[src/rtl/sbt_pkg.sv]
// ----------------------------------------------------------------------------
// sbt_pkg
// Shared types, constants and helper functions for the SDRAM bank timing model.
// ----------------------------------------------------------------------------
package sbt_pkg;

	// fixed field widths
	localparam int ACT_W      = 2;
	localparam int TIME_W     = 48;
	localparam int EXT_W      = 50;
	localparam int ADDR_W     = 33;
	localparam int SIZE_W     = 9;
	localparam int LAT_W      = 32;
	localparam int CYC_W      = 12;
	localparam int INTV_W     = 24;
	localparam int RATIO_W    = 6;
	localparam int CHUNK_W    = 10;
	localparam int DL_W       = 16;
	localparam int LC_W       = 17;
	localparam int PAIR_W     = 13;
	localparam int PAGE_BITS  = 12;
	localparam int CFG_IDX_W  = 4;
	localparam int CFG_DATA_W = 24;

	// item actions
	typedef enum logic [ACT_W-1:0] {
		ACT_READ  = 2'd0,
		ACT_WRITE = 2'd1,
		ACT_TICK  = 2'd2
	} action_t;

	// configuration register indexes
	typedef enum logic [CFG_IDX_W-1:0] {
		CFG_RAS      = 4'd0,
		CFG_RCD      = 4'd1,
		CFG_CAS      = 4'd2,
		CFG_WR       = 4'd3,
		CFG_RP       = 4'd4,
		CFG_INTERVAL = 4'd5,
		CFG_RATIO    = 4'd6,
		CFG_DDR      = 4'd7
	} cfg_idx_t;

	// controller to datapath commands, one per sequencer step
	typedef struct packed {
		logic load;
		logic lookup;
		logic select;
		logic sum;
		logic merge;
		logic finish;
		logic commit;
	} ctrl_cmd_t;

	// datapath to controller status
	typedef struct packed {
		logic skip;
	} dp_sts_t;

	// floor of log2, for elaboration constants (shift kept below the sign bit)
	function automatic int flog2(input int v);
		int r;
		r = 0;
		for (int i = 0; i < 30; i++) begin
			if (v >= (1 << (i + 1)))
				r = i + 1;
		end
		return r;
	endfunction

	// clamp an extended time to the largest stored time
	function automatic logic [TIME_W-1:0] sat_time(input logic [EXT_W-1:0] v);
		return (|v[EXT_W-1:TIME_W]) ? {TIME_W{1'b1}} : v[TIME_W-1:0];
	endfunction

endpackage

[src/rtl/sbt_ram.sv]
// ----------------------------------------------------------------------------
// sbt_ram
// Generic single write port, single read port RAM with registered read data.
// ----------------------------------------------------------------------------
module sbt_ram #(
	parameter int WIDTH = 8,
	parameter int DEPTH = 16,
	localparam int AW = (DEPTH > 1) ? $clog2(DEPTH) : 1
) (
	input  logic             clk,
	input  logic             we,
	input  logic [AW-1:0]    waddr,
	input  logic [WIDTH-1:0] wdata,
	input  logic             re,
	input  logic [AW-1:0]    raddr,
	output logic [WIDTH-1:0] rdata
);

	logic [WIDTH-1:0] mem_q [DEPTH];

	// write port
	always_ff @(posedge clk) begin
		if (we)
			mem_q[waddr] <= wdata;
	end

	// registered read port
	always_ff @(posedge clk) begin
		if (re)
			rdata <= mem_q[raddr];
	end

endmodule

[src/rtl/sbt_dpath.sv]
// ----------------------------------------------------------------------------
// sbt_dpath
// Bank timing datapath: configuration registers, bus and refresh state, the
// per-bank row/precharge RAM and the time arithmetic, one step per command.
// ----------------------------------------------------------------------------
module sbt_dpath #(
	parameter int RANKS     = 2,
	parameter int BANKS     = 8,
	parameter int BUS_BYTES = 8,
	parameter int ADDR_BITS = 33
) (
	input  logic                               clk,
	input  logic                               arst_n,
	input  sbt_pkg::ctrl_cmd_t                 cmd,
	output sbt_pkg::dp_sts_t                   sts,
	input  logic [sbt_pkg::ACT_W-1:0]          action,
	input  logic [sbt_pkg::TIME_W-1:0]         now,
	input  logic [sbt_pkg::ADDR_W-1:0]         address,
	input  logic [sbt_pkg::SIZE_W-1:0]         size_bytes,
	input  logic                               cfg_valid,
	input  logic [sbt_pkg::CFG_IDX_W-1:0]      cfg_index,
	input  logic [sbt_pkg::CFG_DATA_W-1:0]     cfg_data,
	output logic [sbt_pkg::LAT_W-1:0]          latency,
	output logic                               row_hit,
	output logic                               refresh_issued
);

	localparam int TW      = sbt_pkg::TIME_W;
	localparam int XW      = sbt_pkg::EXT_W;
	localparam int NB      = RANKS * BANKS;
	localparam int IDX_W   = (NB > 1) ? $clog2(NB) : 1;
	localparam int BB      = sbt_pkg::flog2(BANKS);
	localparam int RB      = sbt_pkg::flog2(RANKS);
	localparam int ROW_W   = ADDR_BITS - RB - BB - sbt_pkg::PAGE_BITS;
	localparam int ROW_LSB = sbt_pkg::PAGE_BITS + BB;
	localparam int RNK_LSB = ROW_LSB + ROW_W;
	localparam int LOG_BUS = sbt_pkg::flog2(BUS_BYTES);
	localparam int RKP_W   = (RANKS > 1) ? $clog2(RANKS) : 1;
	localparam int BKP_W   = (BANKS > 1) ? $clog2(BANKS) : 1;
	localparam int ENT_W   = ROW_W + TW;
	localparam logic [63:0] BANK_SEL = (64'd1 << BB) - 64'd1;
	localparam logic [63:0] ROW_SEL  = (64'd1 << ROW_W) - 64'd1;
	localparam logic [63:0] RANK_SEL = (64'd1 << RB) - 64'd1;

	// configuration registers
	logic [sbt_pkg::CYC_W-1:0]   ras_q, rcd_q, cas_q, wr_q, rp_q;
	logic [sbt_pkg::INTV_W-1:0]  intv_q;
	logic [sbt_pkg::RATIO_W-1:0] ratio_q;
	logic                        ddr_q;

	// captured transaction
	logic [sbt_pkg::ACT_W-1:0]  act_q;
	logic [TW-1:0]              now_q;
	logic [sbt_pkg::ADDR_W-1:0] addr_q;
	logic [sbt_pkg::SIZE_W-1:0] size_q;

	// shared bus and refresh state
	logic [TW-1:0]    cbf_q, dbf_q, last_ref_q;
	logic [RKP_W-1:0] rank_ptr_q;
	logic [BKP_W-1:0] bank_ptr_q;
	logic [ROW_W-1:0] row_ptr_q;
	logic [NB-1:0]    valid_q;

	// step registers
	logic [IDX_W-1:0]            idx_q;
	logic [ROW_W-1:0]            row_q;
	logic [TW-1:0]               start_q;
	logic [sbt_pkg::DL_W-1:0]    dl_q;
	logic                        skip_q;
	logic                        hit_q;
	logic [TW-1:0]               pra_old_q;
	logic [TW-1:0]               base_q;
	logic [sbt_pkg::LC_W-1:0]    lc_q;
	logic [XW-1:0]               a_q, x_q, m_q, done_q;

	// output registers
	logic [sbt_pkg::LAT_W-1:0] lat_q;
	logic                      hit_out_q;
	logic                      ref_out_q;

	// decode
	logic is_tick, is_write, is_acc;
	assign is_tick  = (act_q == sbt_pkg::ACT_TICK);
	assign is_write = (act_q == sbt_pkg::ACT_WRITE);
	assign is_acc   = (act_q == sbt_pkg::ACT_READ) || is_write;

	// address split
	logic [63:0]      addr64, bank_v, row_v, rank_v;
	logic [IDX_W-1:0] acc_idx, ref_idx, idx_c;
	logic [ROW_W-1:0] row_c;
	assign addr64  = 64'(addr_q);
	assign bank_v  = (addr64 >> sbt_pkg::PAGE_BITS) & BANK_SEL;
	assign row_v   = (addr64 >> ROW_LSB) & ROW_SEL;
	assign rank_v  = (addr64 >> RNK_LSB) & RANK_SEL;
	assign acc_idx = IDX_W'(32'(rank_v) * 32'(BANKS) + 32'(bank_v));
	assign ref_idx = IDX_W'(32'(rank_ptr_q) * 32'(BANKS) + 32'(bank_ptr_q));
	assign idx_c   = is_tick ? ref_idx : acc_idx;
	assign row_c   = is_tick ? row_ptr_q : ROW_W'(row_v);

	// burst data time
	logic [sbt_pkg::CHUNK_W-1:0] chunks, chunks_sh;
	logic [sbt_pkg::DL_W-1:0]    dl_c;
	assign chunks    = sbt_pkg::CHUNK_W'((11'(size_q) + 11'(BUS_BYTES - 1)) >> LOG_BUS);
	assign chunks_sh = chunks >> ddr_q;
	assign dl_c      = sbt_pkg::DL_W'(chunks_sh) * sbt_pkg::DL_W'(ratio_q);

	// refresh due check on the wrapped difference
	logic [TW-1:0] since_ref;
	logic          due_c, skip_c;
	logic [TW-1:0] start_c;
	assign since_ref = now_q - last_ref_q;
	assign due_c     = (intv_q != '0) && (since_ref >= TW'(intv_q));
	assign skip_c    = !is_acc && !(is_tick && due_c);
	assign start_c   = (cbf_q > now_q) ? cbf_q : now_q;

	// bank entry read back
	logic [ENT_W-1:0] ram_rdata;
	logic [ROW_W-1:0] cur_row;
	logic [TW-1:0]    cur_pra;
	logic             hit_c;
	logic [TW-1:0]    ref_t, base_c;
	logic [sbt_pkg::LC_W-1:0] lc_c;
	assign cur_row = valid_q[idx_q] ? ram_rdata[ENT_W-1:TW] : '0;
	assign cur_pra = valid_q[idx_q] ? ram_rdata[TW-1:0] : '0;
	assign hit_c   = (cur_row == row_q);
	assign ref_t   = is_tick ? now_q : start_q;
	assign base_c  = (!hit_c && (cur_pra > ref_t)) ? cur_pra : ref_t;

	// command-to-done cycles added to the base time
	always_comb begin
		if (is_tick)
			lc_c = hit_c ? '0 : sbt_pkg::LC_W'(cas_q) + sbt_pkg::LC_W'(rcd_q);
		else
			lc_c = sbt_pkg::LC_W'(cas_q) + sbt_pkg::LC_W'(dl_q)
				+ (hit_c ? '0 : sbt_pkg::LC_W'(rcd_q));
	end

	// write-back values
	logic [sbt_pkg::PAIR_W-1:0] wr_rp, ras_rp;
	logic [TW-1:0]              pra_new, cbf_next;
	logic [XW-1:0]              lat_ext;
	logic [sbt_pkg::LAT_W-1:0]  lat_sat;
	logic                       wr_en;
	assign wr_rp  = sbt_pkg::PAIR_W'(wr_q) + sbt_pkg::PAIR_W'(rp_q);
	assign ras_rp = sbt_pkg::PAIR_W'(ras_q) + sbt_pkg::PAIR_W'(rp_q);

	always_comb begin
		if (is_write || is_tick)
			pra_new = sbt_pkg::sat_time(done_q + XW'(wr_rp));
		else if (hit_q)
			pra_new = pra_old_q;
		else
			pra_new = sbt_pkg::sat_time(XW'(base_q) + XW'(ras_rp));
	end

	assign cbf_next = sbt_pkg::sat_time(XW'(cbf_q) + XW'(ratio_q));
	assign lat_ext  = done_q - XW'(now_q);
	assign lat_sat  = (|lat_ext[XW-1:sbt_pkg::LAT_W]) ? '1 : lat_ext[sbt_pkg::LAT_W-1:0];
	assign wr_en    = cmd.commit && !skip_q;

	// per-bank open row and precharge-ready time
	sbt_ram #(
		.WIDTH (ENT_W),
		.DEPTH (NB)
	) u_bank_ram (
		.clk   (clk),
		.we    (wr_en),
		.waddr (idx_q),
		.wdata ({row_q, pra_new}),
		.re    (cmd.lookup),
		.raddr (idx_c),
		.rdata (ram_rdata)
	);

	// configuration writes
	always_ff @(posedge clk or negedge arst_n) begin
		if (!arst_n) begin
			ras_q   <= '0;
			rcd_q   <= '0;
			cas_q   <= '0;
			wr_q    <= '0;
			rp_q    <= '0;
			intv_q  <= '0;
			ratio_q <= sbt_pkg::RATIO_W'(1);
			ddr_q   <= 1'b0;
		end else if (cfg_valid) begin
			case (cfg_index)
				sbt_pkg::CFG_RAS:      ras_q   <= cfg_data[sbt_pkg::CYC_W-1:0];
				sbt_pkg::CFG_RCD:      rcd_q   <= cfg_data[sbt_pkg::CYC_W-1:0];
				sbt_pkg::CFG_CAS:      cas_q   <= cfg_data[sbt_pkg::CYC_W-1:0];
				sbt_pkg::CFG_WR:       wr_q    <= cfg_data[sbt_pkg::CYC_W-1:0];
				sbt_pkg::CFG_RP:       rp_q    <= cfg_data[sbt_pkg::CYC_W-1:0];
				sbt_pkg::CFG_INTERVAL: intv_q  <= cfg_data[sbt_pkg::INTV_W-1:0];
				sbt_pkg::CFG_RATIO:    ratio_q <= cfg_data[sbt_pkg::RATIO_W-1:0];
				sbt_pkg::CFG_DDR:      ddr_q   <= cfg_data[0];
				default: ;
			endcase
		end
	end

	// bus, refresh and valid state, updated at a commit that is not skipped
	always_ff @(posedge clk or negedge arst_n) begin
		if (!arst_n) begin
			cbf_q      <= '0;
			dbf_q      <= '0;
			last_ref_q <= '0;
			rank_ptr_q <= '0;
			bank_ptr_q <= '0;
			row_ptr_q  <= '0;
			valid_q    <= '0;
		end else if (wr_en) begin
			valid_q[idx_q] <= 1'b1;
			cbf_q          <= cbf_next;
			if (is_tick) begin
				last_ref_q <= now_q;
				if (rank_ptr_q == RKP_W'(RANKS - 1)) begin
					rank_ptr_q <= '0;
					if (bank_ptr_q == BKP_W'(BANKS - 1)) begin
						bank_ptr_q <= '0;
						row_ptr_q  <= row_ptr_q + ROW_W'(1);
					end else begin
						bank_ptr_q <= bank_ptr_q + BKP_W'(1);
					end
				end else begin
					rank_ptr_q <= rank_ptr_q + RKP_W'(1);
				end
			end else begin
				dbf_q <= sbt_pkg::sat_time(done_q);
			end
		end
	end

	// skip flag is control state read by the sequencer
	always_ff @(posedge clk or negedge arst_n) begin
		if (!arst_n)
			skip_q <= 1'b0;
		else if (cmd.lookup)
			skip_q <= skip_c;
	end

	// transaction capture and arithmetic steps
	always_ff @(posedge clk) begin
		if (cmd.load) begin
			act_q  <= action;
			now_q  <= now;
			addr_q <= address;
			size_q <= size_bytes;
		end
		if (cmd.lookup) begin
			idx_q   <= idx_c;
			row_q   <= row_c;
			start_q <= start_c;
			dl_q    <= dl_c;
		end
		if (cmd.select) begin
			hit_q     <= hit_c;
			pra_old_q <= cur_pra;
			base_q    <= base_c;
			lc_q      <= lc_c;
		end
		if (cmd.sum) begin
			a_q <= XW'(base_q) + XW'(lc_q);
			x_q <= hit_q ? XW'(dbf_q) + XW'(dl_q) : XW'(dbf_q);
		end
		if (cmd.merge)
			m_q <= (is_tick || a_q >= x_q) ? a_q : x_q;
		if (cmd.finish)
			done_q <= (is_tick || hit_q) ? m_q : m_q + XW'(dl_q);
		if (cmd.commit) begin
			lat_q     <= (is_acc && !skip_q) ? lat_sat : '0;
			hit_out_q <= is_acc && hit_q;
			ref_out_q <= is_tick && !skip_q;
		end
	end

	assign sts.skip       = skip_q;
	assign latency        = lat_q;
	assign row_hit        = hit_out_q;
	assign refresh_issued = ref_out_q;

endmodule

[config.mk]
export PLATFORM = sky130hd
export DESIGN_NAME = sbt_dpath
export DESIGN_NICKNAME = d
export VERILOG_FILES = /design/src/rtl/sbt_pkg.sv /design/src/rtl/sbt_ram.sv /design/src/rtl/sbt_dpath.sv
export SDC_FILE = /design/constraint.sdc
export NUM_CORES = 2
export LEC_CHECK = 0
export BUFFER_PORTS_ARGS = -buffer_cell sky130_fd_sc_hd__buf_2
export CORE_MARGIN = 5
export CORE_UTILIZATION = 50
export CTS_CLUSTER_SIZE = 14
export DETAILED_ROUTE_END_ITERATION = 6
export GPL_TIMING_DRIVEN = 0
export PLACE_DENSITY = 0.66
export SYNTH_ARGS = -nofsm -noshare
export SYNTH_HDL_FRONTEND = slang
export SYNTH_SLANG_ARGS = --single-unit
[constraint.sdc]
create_clock -name clk -period 12.65 [get_ports clk]
set_input_delay 2.53 -clock clk [delete_from_list [all_inputs] [get_ports clk]]
set_output_delay 2.53 -clock clk [all_outputs]
set_load 0.005 [all_outputs]
Word level (Yosys, flattened, before mapping)
Memory sizes are Yosys's and may differ from the RTL's. A register that Yosys moved wholly into a read port is not among the register bits.
Cells that the tools add are included.
Widths: inputs -> output; s select.
- flip-flop bits (word level): 797
- memory bits (writable): 1040
- input port bits: 130
- output and inout port bits: 35
- logic and storage cells: 142
- memories kept: 1
- add/subtract/negate cells: 19
- multipliers: 1
- magnitude comparators: 6
- equality and inequality tests: 11
- shift operators: 1
- muxes and demuxes: 28
- bitwise logic cells: 2
- reduce and logical (&&, ||, !) cells: 37
- memories (memory ; words ; bits a word ; read ports ; clocked after Yosys merged registers in ; write ports ; RTL line ; source):
    u_bank_ram.mem_q ; 16 ; 65 ; 1 ; 1 ; 1 ; sbt_ram.sv:19 ; logic [WIDTH-1:0] mem_q [DEPTH];
- operators with widths (cell ; number):
    $mux 48 ; 11
    $mux 50 ; 2
    $gt 48x48->1 ; 2
    $mux 17 ; 3
    $add 50x13->50 ; 1
    $add 50x16->50 ; 1
    $ge 50x49->1 ; 1
    $sub 50x48->50 ; 1
    $add 48x13->49 ; 1
    $add 48x16->49 ; 1
    $add 48x17->49 ; 1
    $add 48x6->49 ; 1
    $ge 48x24->1 ; 1
    $sub 48x48->48 ; 1
    $add 12x12->13 ; 3
    $mux 32 ; 1
    $reduce_bool 24->1 ; 1
    $reduce_and 2->1 ; 10
    $reduce_or 18->1 ; 1
    $add 12x16->17 ; 1
    $add 17x1->17 const B ; 1
    $add 17x12->17 ; 1
    $eq 17x17->1 ; 1
    $eq 4x3->1 const B ; 4
    other kinds (30) ; 53

Logic depth before layout (Yosys ltp)
- word-level depth: 7
- mapped depth: 26

Modules after synthesis
A second synthesis with hierarchy kept.
- cell total of the unflattened synthesis: 6562
- area total of the unflattened synthesis: 91086.1 um^2
- by module, submodules not included (module ; instances ; cells each ; area an instance (um^2) ; seq. area each (um^2)):
    sbt_dpath ; 1 ; 4889 ; 50191.9 ; 22027.4
    sbt_ram ; 1 ; 1673 ; 40894.2 ; 33181.8

Worst setup path before layout
OpenSTA, ideal clock, no wires.
- path kind: input port to flip-flop
- from: input port cmd[0] (netlist bit)
- to: register valid_q[3]
- library setup time: 92 ps
- arrival time: 8088 ps
- required time: 12558 ps
- path slack: 4470 ps
- stages on the path: 5
- cell sequence: nor2b_1 -> clkbuf_1 -> nand3_1 -> nor3_1 -> or2_2
- longest elaborated chain between the ends: 1
- RTL lines (item ; RTL line ; source):
    start: declaration ; sbt_dpath.sv:14 ; input sbt_pkg::ctrl_cmd_t cmd,
    $logic_and 1x1->1 ; sbt_dpath.sv:159 ; assign wr_en = cmd.commit && !skip_q;
    end signal: assignment ; sbt_dpath.sv:210 ; valid_q <= '0;
    end signal: indexed assignment ; sbt_dpath.sv:212 ; valid_q[idx_q] <= 1'b1;
    end: declaration ; sbt_dpath.sv:62 ; logic [NB-1:0] valid_q;
No other way between the ends.
A chain may end at the register's enable or synchronous reset.

Worst setup path in the final report
- from: register act_q[0] (netlist bit)
- to: register base_q[31] (data pin)
- longest elaborated chain between the ends: 5
- RTL lines (item ; RTL line ; source):
    start: declaration ; sbt_dpath.sv:52 ; logic [sbt_pkg::ACT_W-1:0] act_q;
    start signal: assignment ; sbt_dpath.sv:244 ; act_q <= action;
    $eq 2x2->1 * ; sbt_dpath.sv:83 ; assign is_tick = (act_q == sbt_pkg::ACT_TICK);
    $mux 48 * ; sbt_dpath.sv:126 ; assign ref_t = is_tick ? now_q : start_q;
    $gt 48x48->1 ; sbt_dpath.sv:127 ; assign base_c = (!hit_c && (cur_pra > ref_t)) ? cur_pra : ref_t;
    $logic_and 1x1->1 ; sbt_dpath.sv:127 ;
    $mux 48 * ; sbt_dpath.sv:127 ;
    via base_c[31] ; sbt_dpath.sv:121 ; logic [TW-1:0] ref_t, base_c;
    end signal: assignment ; sbt_dpath.sv:258 ; base_q <= base_c;
    end: declaration ; sbt_dpath.sv:72 ; logic [TW-1:0] base_q;
Mark *: on every way through the listed nets, which the timed path passes. The rest lies on a longest branch.

==> flow_metrics.py <==
metrics = {
    "setup_path": {
        "crit_path_max_fanout": 10,
        "start_kind": "flip-flop",
        "critPathBufInv": 9,
        "cp_top_family": "buffers and inverters",
        "cp_data_required_time_ns": 13.20,
        "path_class": "flip-flop to flip-flop",
        "slowest_stage": "buf_1",
        "crit_chain": "inv_1, ha_1, clkbuf_1, buf_1, clkbuf_2, buf_12, buf_2, mux2i_1, ha_1, nand4_1, nor4_1, nand3_1, nor2_1, nor3_1, o311ai_0, a21oi_1, a211o_1, clkbuf_1, buf_4, buf_6, mux2i_1",
        "crit_path_end_kind": "flip-flop",
        "arrival_ns": 8.74,
        "r2r_slack_ns": 4.46,
        "r2r_end": "base_q[31]",
        "rr_startpoint": "act_q[0]",
        "critical_path.max_stage_delay_ns": 1.00,
        "reg2reg_depth": 21,
    },
    "global_route": {
        "grt_max_degree": 111,
        "grt_use_met1": 0.334,
        "antenna_found_initial": 6,
        "grt_usage": 0.268,
        "grtUsageMet3": 0.0332,
        "busiest_layer": "met2",
        "grt_overflow": 0,
        "grt_util_met2": 0.462,
        "grt_pass1_vias": 63991,
        "grt_pass1_wl_mm": 389,
    },
    "placed_design": {
        "port_buffers": 152,
        "post_dp_cell_area_um2": 97800,
        "post-place-ws_ns": 4.21,
        "place_congestion": 0.926,
        "dp_hpwl_mm": 200,
        "dp_cells": 10772,
    },
    "drt": {
        "drc": 0,
        "viasPerCell": 5.74,
        "wl_mm": 264,
        "ant_nets": 0,
        "drt_iter0_markers": 5295,
        "wire_per_inst_um": 23.7,
        "drt-pass1-iter-count": 5,
        "vias": 63931,
    },
    "timing": {
        "clock-skew-final_ns": 0.0748,
        "slew_violations": 1,
        "fin_hold_ws_ns": 0.464,
        "worst_slew_pin_slew_ns": 1.49,
        "slew_headroom": -0.000720,
        "fmaxAchievable_mhz": 122,
        "rsz0062_at_grt": "false",
        "hold_viol": 0,
        "fin_crit_sh": 0.648,
        "fin_setup_tns_ns": 0,
        "worst_slack_ns": 4.46,
        "setup-violations-final": 0,
        "layout_min_cycle_time_ns": 8.19,
    },
    "floorplan": {
        "die_w_um": 440,
        "dieArea_um2": 194000,
        "core_um2": 185000,
        "fp-row-count": 158,
        "io_pins": 165,
        "initial_core_util": 0.501,
        "die_h_um": 440,
    },
    "outcome": {
        "violations": "capacitance limit, slew limit",
        "status": "complete, but fails checks",
    },
    "clock_network": {
        "cts_tree": "built",
        "cts-resized-gates": 0,
        "clockRootBuffer": "clkbuf_16",
        "cts_hold_buf": 0,
        "clock_sinks": 1884,
        "clock_latency_ns": 0.86,
        "cts_setup_buffers": 0,
        "cts_inserted_buffers": 193,
        "clk_pin_slew_ns": 0.06,
        "cts_buffer_depth": 3,
        "ctsHtreeMaxLevel": 4,
    },
    "synth": {
        "synth_edf_count": 1611,
        "synth_nets": 8656,
        "synth-main-ff-cell": "edfxtp_1",
        "postSynthCellCount": 8068,
        "async_flop_share": 0.145,
        "synth_area_leaders": "edfxtp_1 52%, dfrtp_1 7.4%, nand2_1 6.0%",
        "synth_cell_types": 83,
        "ys_warn_count": 0,
        "yosysSeqAreaShare": 0.596,
        "ys_ff_latch": 1884,
        "synth_area_per_cell_um2": 11.5,
        "netlist.top_cell.by_area": "edfxtp_1",
        "synth_top_area_frac": 0.523,
        "netlist_area_um2": 92600,
    },
    "layout": {
        "final_util": 0.565,
        "drive_above_1_share": 0.0945,
        "final_cell_area_um2": 104000,
        "design.final.nets": 9075,
        "instances_no_fill": 11138,
        "area_growth_pct": 12.8,
    },
    "power": {
        "p_per_area_nw_per_um2": 200,
        "peakVddDrop_uv": 118,
        "p_leak_nw": 40.1,
        "finalPower_mw": 20.9,
    },
    "worst_hold_path": {
        "whs_path_depth": 1,
        "hold-path-endpoint": "valid_q[3]",
        "hold_class": "flip-flop to flip-flop",
        "min_from": "valid_q[3]",
    },
    "job": {
        "maxCapViolCount": 1,
    },
}
[logic make-up after synthesis]
| logic type | after synthesis | share of synthesized area |
|---|---|---|
| AND/OR/NAND/NOR | 3088 | 0.150 |
| XOR/XNOR | 374 | 0.0354 |
| multiplexers | 308 | 0.0366 |
| buffers and inverters | 733 | 0.0302 |
| adder cells (fa/ha/maj) | 458 | 0.0673 |
| flip-flops | 1884 | 0.596 |
| AO/OA/AOI/OAI | 1223 | 0.0842 |
[worst max path at each step]
stage | start | to | slack, ns | cells past startpoint
2_1_floorplan | cmd[0] | valid_q[3] | 4.47 | 5
5_1_grt | act_q[0] | base_q[42] | 4.21 | 21
6_report | act_q[0] | base_q[31] | 4.46 | 21
3_5_place_dp | act_q[0] | base_q[30] | 4.21 | 21
3_3_place_gp | cmd[0] | valid_q[3] | -2.23 | 6
4_1_cts | act_q[0] | base_q[31] | 4.18 | 21
[synth_stat cells, types with 135 or more instances]
cell type,n
clkbuf_1,334
xnor2_1,219
dfrtp_1,272
edfxtp_1,1611
and3_1,135
inv_1,348
ha_1,391
a21oi_1,347
nand3_1,679
nor2_1,357
o21ai_0,264
mux2_2,196
nand2_1,1489
xor2_1,155
[layout by cell type, fill, tap and decap left out, types with 219 or more instances in the layout]
cell | synthesis | layout
nand2_1 | 1489 | 1489
nand3_1 | 679 | 679
a21oi_1 | 347 | 335
o21ai_0 | 264 | 264
xnor2_1 | 219 | 219
nor2_1 | 357 | 345
clkbuf_1 | 334 | 367
ha_1 | 391 | 391
dfrtp_1 | 272 | 272
inv_1 | 348 | 348
edfxtp_1 | 1611 | 1611
[final cells by class]
type / count / area [um^2]
fillers: 15244 / 80400
flip-flops and latches: 1884 / 55200
multi-input cells: 5451 / 34800
clock buffers: 250 / 5260
well taps: 2480 / 3100
repair buffers: 224 / 1910
plain buffers: 382 / 1490
clock inverters: 114 / 1360
inverters: 351 / 1320
diodes: 2 / 5.00
[metal layers]
layer  vias up  routed length, um
met2      2078             129000
met1     31227             106000
met5         -                 13
li1      30074                  -
met3       550              14400
met4         2              15000
[where the power goes]
| group | internal, mW | total, mW | switching [mW] |
|---|---|---|---|
| Clock | 3.42 | 5.89 | 2.47 |
| Combinational | 2.38 | 6.48 | 4.10 |
| Sequential | 7.93 | 8.51 | 0.577 |
| Total | 13.7 | 20.9 | 7.15 |
[worst register-to-register path: stages, from the launching register on]
cell and delay, ns:
edfxtp_1 0.41, inv_1 0.11, ha_1 0.16, clkbuf_1 0.94, buf_1 1.02, clkbuf_2 0.33
buf_12 0.22, buf_2 0.69, mux2i_1 0.64, ha_1 0.25, nand4_1 0.17, nor4_1 0.78
nand3_1 0.25, nor2_1 0.43, nor3_1 0.11, o311ai_0 0.35, a21oi_1 0.08, a211o_1 0.31
clkbuf_1 0.11, buf_4 0.22, buf_6 0.20, mux2i_1 0.13
[registers in the layout, indices dropped and copies added (netlist names), 21 cells and up]
register	flops
x_q	49
dbf_q	48
u_bank_ram.rdata	65
latency	32
addr_q	21
cbf_q	48
start_q	48
u_bank_ram.mem_q	1040
last_ref_q	48
done_q	50
base_q	48
m_q	49
pra_old_q	48
intv_q	24
now_q	48
a_q	49
Note: power is estimated with default switching activity, not from simulation.
